**src/sv/hmtd_pkg.sv**
```systemverilog
// ============================================================================
// hmtd_pkg - shared definitions for the multilevel table Huffman decoder
// Types, constants and entry helpers used by the controller, datapath and top.
// ============================================================================
`default_nettype none

package hmtd_pkg;

    localparam int LOOKUP_BITS     = 8;
    localparam int MAX_CODE_LENGTH = 16;
    localparam int SUBTABLE_COUNT  = 64;

    localparam int SLOTS   = 1 << LOOKUP_BITS;
    localparam int LEVEL_W = 7;
    localparam int IDX_W   = LOOKUP_BITS;
    localparam int ADDR_W  = LEVEL_W + IDX_W;
    localparam int DEPTH   = (SUBTABLE_COUNT + 1) * SLOTS;
    localparam int ENTRY_W = 22;
    localparam int CNT_W   = 5;
    localparam int LEN_W   = 5;
    localparam int SYM_W   = 16;
    localparam int CODE_W  = 16;

    // Entry tags, bits 1..0 of a table entry
    localparam logic [1:0] TAG_LINK  = 2'd0;
    localparam logic [1:0] TAG_LEAF  = 2'd1;
    localparam logic [1:0] TAG_EMPTY = 2'd3;

    localparam logic [ENTRY_W-1:0] EMPTY_ENTRY = {{(ENTRY_W-2){1'b0}}, TAG_EMPTY};

    typedef enum logic [1:0] {
        CMD_CLEAR = 2'd0,
        CMD_LOAD  = 2'd1,
        CMD_FEED  = 2'd2,
        CMD_END   = 2'd3
    } t_cmd;

    typedef enum logic [2:0] {
        ST_SYMBOL    = 3'd0,
        ST_INVALID   = 3'd1,
        ST_CLASH     = 3'd2,
        ST_EXHAUSTED = 3'd3,
        ST_DONE      = 3'd4
    } t_status;

    typedef enum logic [3:0] {
        S_SWEEP,
        S_IDLE,
        S_LD_START,
        S_LD_RD,
        S_LD_EX,
        S_LD_CHK,
        S_LD_WR,
        S_FD_RD,
        S_FD_EX,
        S_FD_FLUSH,
        S_END_START,
        S_END_RD,
        S_END_EX
    } t_state;

    typedef enum logic [3:0] {
        OP_NONE,
        OP_SWEEP,
        OP_CAPTURE,
        OP_LD_RD,
        OP_LD_ALLOC,
        OP_LD_FOLLOW,
        OP_CHK,
        OP_WR,
        OP_FD_RD,
        OP_FD_EX,
        OP_FD_FLUSH,
        OP_END_RD,
        OP_END_EX,
        OP_END_FIN
    } t_dp_op;

    typedef struct packed {
        logic [1:0]        command;
        logic [CODE_W-1:0] code_bits;
        logic [LEN_W-1:0]  code_length;
        logic [SYM_W-1:0]  symbol_in;
        logic [7:0]        data_byte;
    } t_in_item;

    typedef struct packed {
        logic [SYM_W-1:0] symbol_out;
        logic [2:0]       status;
        logic             last;
    } t_out_item;

    typedef struct packed {
        t_dp_op  op;
        logic    emit;
        t_status status;
        logic    last;
    } t_dp_cmd;

    typedef struct packed {
        logic       sweep_last;
        logic       len_zero;
        logic       len_over;
        logic       len_long;
        logic [1:0] rd_tag;
        logic       link_ok;
        logic       used_full;
        logic       rem_long;
        logic       chk_bad;
        logic       chk_done;
        logic       wr_last;
        logic       fd_leaf;
        logic       fd_link;
        logic       fd_next_lt8;
        logic       end_zero;
        logic       end_fits;
        logic       end_next_zero;
        logic       level_top;
    } t_dp_stat;

    // Leaf code length, out-of-range lengths read as a full lookup
    function automatic logic [3:0] leaf_len(input logic [ENTRY_W-1:0] e);
        logic [3:0] l;
        l = e[21:18];
        return ((l == 4'd0) || (l > 4'(LOOKUP_BITS))) ? 4'(LOOKUP_BITS) : l;
    endfunction

    // Subtable number of a link, zero when it points nowhere usable
    function automatic logic [LEVEL_W-1:0] link_target(input logic [ENTRY_W-1:0] e);
        logic [LEVEL_W-1:0] lv;
        lv = e[LEVEL_W+1:2];
        return ((lv == '0) || (lv > LEVEL_W'(SUBTABLE_COUNT))) ? '0 : lv;
    endfunction

endpackage

`default_nettype wire

```
**src/sv/hmtd_ctrl.sv**
```systemverilog
// ============================================================================
// hmtd_ctrl - sequencing state machine
// Steps the datapath through clear, load, feed and end-of-stream commands.
// ============================================================================
`default_nettype none

module hmtd_ctrl
    import hmtd_pkg::*;
(
    input  wire logic     i_clk,
    input  wire logic     i_rst_n,
    input  wire logic     i_start,
    input  wire logic [1:0] i_command,
    input  wire t_dp_stat i_stat,
    output t_dp_cmd       o_cmd,
    output logic          o_busy
);

    t_state r_state, n_state;
    logic   r_report, n_report;
    logic   r_any, n_any;

    always_ff @(posedge i_clk) begin
        if (!i_rst_n) begin
            r_state  <= S_SWEEP;
            r_report <= 1'b0;
            r_any    <= 1'b0;
        end else begin
            r_state  <= n_state;
            r_report <= n_report;
            r_any    <= n_any;
        end
    end

    always_comb begin
        n_state       = r_state;
        n_report      = r_report;
        o_cmd.op      = OP_NONE;
        o_cmd.emit    = 1'b0;
        o_cmd.status  = ST_DONE;
        o_cmd.last    = 1'b0;
        case (r_state)
            S_SWEEP: begin
                o_cmd.op = OP_SWEEP;
                if (i_stat.sweep_last) begin
                    o_cmd.emit = r_report;
                    o_cmd.last = 1'b1;
                    n_report   = 1'b0;
                    n_state    = S_IDLE;
                end
            end
            S_IDLE: begin
                if (i_start) begin
                    o_cmd.op = OP_CAPTURE;
                    case (i_command)
                        CMD_CLEAR: begin
                            n_report = 1'b1;
                            n_state  = S_SWEEP;
                        end
                        CMD_LOAD:  n_state = S_LD_START;
                        CMD_FEED:  n_state = S_FD_RD;
                        default:   n_state = S_END_START;
                    endcase
                end
            end
            S_LD_START: begin
                if (i_stat.len_zero || i_stat.len_over) begin
                    o_cmd.emit   = 1'b1;
                    o_cmd.last   = 1'b1;
                    o_cmd.status = i_stat.len_zero ? ST_DONE : ST_INVALID;
                    n_state      = S_IDLE;
                end else if (i_stat.len_long) begin
                    n_state = S_LD_RD;
                end else begin
                    n_state = S_LD_CHK;
                end
            end
            S_LD_RD: begin
                o_cmd.op = OP_LD_RD;
                n_state  = S_LD_EX;
            end
            S_LD_EX: begin
                if (i_stat.rd_tag == TAG_EMPTY && !i_stat.used_full) begin
                    o_cmd.op = OP_LD_ALLOC;
                    n_state  = i_stat.rem_long ? S_LD_RD : S_LD_CHK;
                end else if (i_stat.rd_tag == TAG_LINK && i_stat.link_ok) begin
                    o_cmd.op = OP_LD_FOLLOW;
                    n_state  = i_stat.rem_long ? S_LD_RD : S_LD_CHK;
                end else begin
                    o_cmd.emit   = 1'b1;
                    o_cmd.last   = 1'b1;
                    o_cmd.status = (i_stat.rd_tag == TAG_EMPTY) ? ST_EXHAUSTED : ST_CLASH;
                    n_state      = S_IDLE;
                end
            end
            S_LD_CHK: begin
                o_cmd.op = OP_CHK;
                if (i_stat.chk_bad) begin
                    o_cmd.emit   = 1'b1;
                    o_cmd.last   = 1'b1;
                    o_cmd.status = ST_CLASH;
                    n_state      = S_IDLE;
                end else if (i_stat.chk_done) begin
                    n_state = S_LD_WR;
                end
            end
            S_LD_WR: begin
                o_cmd.op = OP_WR;
                if (i_stat.wr_last) begin
                    o_cmd.emit = 1'b1;
                    o_cmd.last = 1'b1;
                    n_state    = S_IDLE;
                end
            end
            S_FD_RD: begin
                o_cmd.op = OP_FD_RD;
                n_state  = S_FD_EX;
            end
            S_FD_EX: begin
                o_cmd.op   = OP_FD_EX;
                o_cmd.last = i_stat.fd_next_lt8;
                if (i_stat.fd_leaf) begin
                    o_cmd.emit   = 1'b1;
                    o_cmd.status = ST_SYMBOL;
                end else if (i_stat.fd_link) begin
                    o_cmd.emit = i_stat.fd_next_lt8 && !r_any;
                end else begin
                    o_cmd.emit   = 1'b1;
                    o_cmd.status = ST_INVALID;
                end
                // A final result behind a held one goes out through the flush state
                if (!i_stat.fd_next_lt8) begin
                    n_state = S_FD_RD;
                end else if (r_any && !i_stat.fd_link) begin
                    n_state = S_FD_FLUSH;
                end else begin
                    n_state = S_IDLE;
                end
            end
            S_FD_FLUSH: begin
                o_cmd.op = OP_FD_FLUSH;
                n_state  = S_IDLE;
            end
            S_END_START: begin
                if (i_stat.end_zero) begin
                    o_cmd.op     = OP_END_FIN;
                    o_cmd.emit   = 1'b1;
                    o_cmd.last   = 1'b1;
                    o_cmd.status = i_stat.level_top ? ST_DONE : ST_INVALID;
                    n_state      = S_IDLE;
                end else begin
                    n_state = S_END_RD;
                end
            end
            S_END_RD: begin
                o_cmd.op = OP_END_RD;
                n_state  = S_END_EX;
            end
            S_END_EX: begin
                o_cmd.op   = OP_END_EX;
                o_cmd.emit = 1'b1;
                if (i_stat.end_fits) begin
                    o_cmd.status = ST_SYMBOL;
                    o_cmd.last   = i_stat.end_next_zero;
                    n_state      = i_stat.end_next_zero ? S_IDLE : S_END_RD;
                end else begin
                    o_cmd.status = ST_INVALID;
                    o_cmd.last   = 1'b1;
                    n_state      = S_IDLE;
                end
            end
            default: begin
                n_state = S_IDLE;
            end
        endcase
        n_any = (r_state == S_IDLE) ? 1'b0 : (r_any | o_cmd.emit);
    end

    assign o_busy = (r_state != S_IDLE);

    a_last_to_idle: assert property (@(posedge i_clk) disable iff (!i_rst_n)
        o_cmd.emit && o_cmd.last |=> (r_state == S_IDLE) || (r_state == S_FD_FLUSH))
        else $error("final result not followed by idle");

    a_accept_busy: assert property (@(posedge i_clk) disable iff (!i_rst_n)
        (r_state == S_IDLE) && i_start |=> o_busy)
        else $error("accepted transaction did not raise busy");

    a_reset_sweep: assert property (@(posedge i_clk)
        !i_rst_n |=> r_state == S_SWEEP)
        else $error("reset did not start the clearing pass");

endmodule

`default_nettype wire

```
**config.mk**
```make
export PLATFORM = sky130hd
export DESIGN_NAME = hmtd_ctrl
export DESIGN_NICKNAME = d
export VERILOG_FILES = /design/src/sv/hmtd_pkg.sv /design/src/sv/hmtd_ctrl.sv
export SDC_FILE = /design/constraint.sdc
export NUM_CORES = 1
export LEC_CHECK = 0
export BUFFER_PORTS_ARGS = -buffer_cell sky130_fd_sc_hd__clkbuf_2
export CORE_UTILIZATION = 35
export DETAILED_ROUTE_END_ITERATION = 8
export GPL_TIMING_DRIVEN = 1
export HOLD_SLACK_MARGIN = 0.02
export PLACE_DENSITY_LB_ADDON = 0.25
export SLEW_MARGIN = 20
export SYNTH_ARGS = -nofsm -noshare
export SYNTH_HDL_FRONTEND = slang
export SYNTH_SLANG_ARGS = --single-unit
```
**constraint.sdc**
```tcl
create_clock -name i_clk -period 1.9 [get_ports i_clk]
set_input_delay 0.095 -clock i_clk [delete_from_list [all_inputs] [get_ports i_clk]]
set_output_delay 0.095 -clock i_clk [all_outputs]
set_load 0.01 [all_outputs]
```
==> metrics.md <==
| Metric | Value |
|---|---|
| Placed cell count | 205 |
| Initial Util | 37.7% |
| Largest net degree at the start of global routing | 20 |
| Ports | 34 |
| Dpl hpwl | 2490 um |
| CTS root buffer | clkbuf_4 |
| Leakage Power | 0.550 nW |
| Worst Tran Pin Value | 456 ps |
| DIE WIDTH | 57.2 um |
| First-pass GRT wire length | 5350 um |
| Synthesized flop and latch total | 6 |
| Setup CP Type | reg -> out |
| Hold worst-path end | r_state[0]$_SDFFE_PN0P_ |
| Synth Cell Area | 0.00107 mm2 |
| P_int | 0.000297 W |
| Worst reg2reg path depth | 5 |
| Worst EP required | 1800 ps |
| Postcts setup bufs | 0 |
| Worst R2R Start | r_state[2]$_SDFFE_PN0P_ |
| Fin. max-slew vios | 0 |
| Min-Delay Startpoint | i_rst_n |
| Mapped Nets | 168 |
| Worst flop-to-flop path endpoint | r_state[2]$_SDFFE_PN0P_ |
| Vias/cell | 6.08 |
| CTS clk-pin slew, worst paths | 60 ps |
| I/O Buffers | 33 |
| Vias in the first global route | 1153 |
| Peak supply drop | 221 uV |
| Fin crit share | 95.4% |
| Crit-path cells | buf_4 -> and3b_1 -> o32ai_2 -> a21oi_1 -> o211ai_1 -> buf_2 |
| Commonest non-fill, non-tap cell in the layout | clkbuf_2 |
| Post-Route WL | 3190 um |
| Total track usage | 20.5% |
| 1st-iter DRT viols | 54 |
| Primary FF master, synth | dfxtp_1 |
| Yosys synthesis warning count | 0 |
| Critical-path top delay cell | dfxtp_4 |
| Logic pwr share | 43.0% |
| # nets final | 203 |
| Hold crit path type | in -> reg |
| Post-synth EDFFs | 0 |
| Sw power | 0.000180 W |
| R2R Setup Slk | 170 ps |
| Hold-fix buffers, CTS | 0 |
| Commonest cells after routing, fill and taps aside | clkbuf_2, nor2_1, inv_1 |
| Seq pwr share | 30.9% |
| Share of layout cells above drive strength 1 | 35.6% |
| Crit path largest cell delay | 380 ps |
| Post-Syn Instances | 144 |
| Startpoint types | register |
| Ys async rst share | 0% |
| GPL Wtd Cong | 0.888 |
| Clk_lat worst skew | 250 ps |
| Clock share of power | 26.1% |
| RSZ-0062 raised after global routing | no |
| Syn avg cell area | 7.41 um2 |
| Outcome | finished with violations |
| Std cell rows | 19 |
| Via Count | 1265 |
| H-Tree Depth | 1 |
| Tmin final | 1810 ps |
| Yosys cell types | 55 |
| Slew HR | 69.3% |
| Setup crit end kind | output pin |
| Setup TNS | 0 ps |
| Clock Skews | 8.86 ps |
| Gr ovfl total | 0 |
| CTS tree | yes |
| Sw Ratio | 37.7% |
| DRC errors left | 4 |
| ANT nets after route | 0 |
| DR pass1 iterations | 6 |
| Core ar. | 0.00283 mm2 |
| Die Area | 0.00327 mm2 |
| Final std cells w/o fill | 208 |
| Area growth from synthesis to layout | 23.2% |
| Max frequency | 552 MHz |
| Bufs on Longest Clock Path | 2 |
| Clock sinks | 6 |
| Seq/Total Area, Yosys | 11.3% |
| P per Cell Area | 362 mW/mm2 |
| Maxcap violations | 0 |
| Hold path depth | 2 |
| Num CTS Buffers | 3 |
| Vert. Die Dim | 57.2 um |
| Ant diodes | 0 |
| Failing checks | DRC |
| Final setup violation count | 0 |
| Antenna violations before repair | 0 |
| CP Max Fanout | 17 |
| WL/cell | 15.4 um |
| Final hold violation count | 0 |
| Crit path DAT | 1720 ps |
-- what timing repair did --
item,in CTS,in global routing
endpoints found under the setup margin,8,5
gates cloned,0,0
pin swaps,0,1
resized for setup,4,9
-- power groups by stage --
stage	Clock (W)	Sequential, W	Combinational, W
final	0.000124	0.000147	0.000205
after global routing	0.000140	0.000149	0.000226
after CTS	0.000129	0.000149	0.000202
after detailed placement	0	0.000151	0.000201
after global placement	0	0.000150	0.000199
after floorplan	0	0.000138	0.000129
-- flip-flops by register name (all words and copies together) (netlist names) --
register  count
r_report      1
r_any         1
r_state       4
-- cell families after synthesis --
group / count (synthesis) / synth area share (%)
AOI/OAI and AO/OA: 45 / 32.9
buffers and inverters: 20 / 10.4
muxes: 2 / 1.88
and+or+nand+nor: 71 / 43.5
DFF: 6 / 11.3
-- synthesized netlist by cell type, types with 3 or more instances --
library cell  instances  area share, %
buf_2                 5            2.3
o211ai_1              4            2.8
and2_1                3            1.8
nand2b_1              5            2.9
nor3_1                4            1.9
o31ai_1               3            2.1
o21ai_0               4            1.9
inv_1                 9            3.2
dfxtp_1               6             11
nor3b_1               3            2.1
buf_6                 3            3.2
nor2_1               11            3.9
nor4b_1               5            4.1
nand2_1               8            2.8
nor2b_1               6            3.5
a21oi_1               8            3.8
-- layer usage --
layer / part of all wire, % / up-vias / GRT usage [%]
met3: 7.9 / 6 / 4.08
li1: - / 624 / -
met5: 0 / - / 0
met4: 1.2 / 0 / 2.44
met2: 44 / 50 / 31.8
met1: 46 / 585 / 30.3
-- final cells by class --
cell class              instances  area [um2]
inverters                       9        33.8
multi-input cells             118         858
repair buffers                 41         229
fillers                       299        1510
flip-flops and latches          6         133
clock buffers                   3        22.5
well taps                      31        38.8
-- metrics by stage --
stage / hold slack [ps] / setup slack (ps) / utilization (%) / cell area [um2] / total power [W]
floorplan: 223 / 354 / - / 1070 / 0.000267
global placement: 407 / -13.6 / 44.3 / 1250 / 0.000349
detailed placement: 407 / -26.3 / 44.3 / 1250 / 0.000351
CTS: 136 / 45.4 / 45.3 / 1280 / 0.000479
global route: 148 / 2.64 / 46.5 / 1320 / 0.000515
finish: 143 / 88.3 / 46.5 / 1320 / 0.000477
-- worst max-delay path, delay by kind of cell, from the launching register on --
kind / cells / cell delay, ps
simple gates: 1 / 200
flops: 1 / 380
compound gates: 3 / 540
buf+inv: 2 / 360
-- how the worst max path moves through the flow --
stage / startpoint / to / slack (ps)
floorplan: r_state[1]$_SDFFE_PN0P_ / o_cmd[5] / 350
global placement: r_state[1]$_SDFFE_PN0P_ / r_state[1]$_SDFFE_PN0P_ / -10
detailed placement: r_state[1]$_SDFFE_PN0P_ / r_state[1]$_SDFFE_PN0P_ / -30
CTS: r_state[2]$_SDFFE_PN0P_ / o_cmd[0] / 50
global route: r_state[0]$_SDFFE_PN0P_ / o_cmd[4] / 3
finish: r_state[2]$_SDFFE_PN0P_ / o_cmd[0] / 90
(Power assumes the default switching activity.)
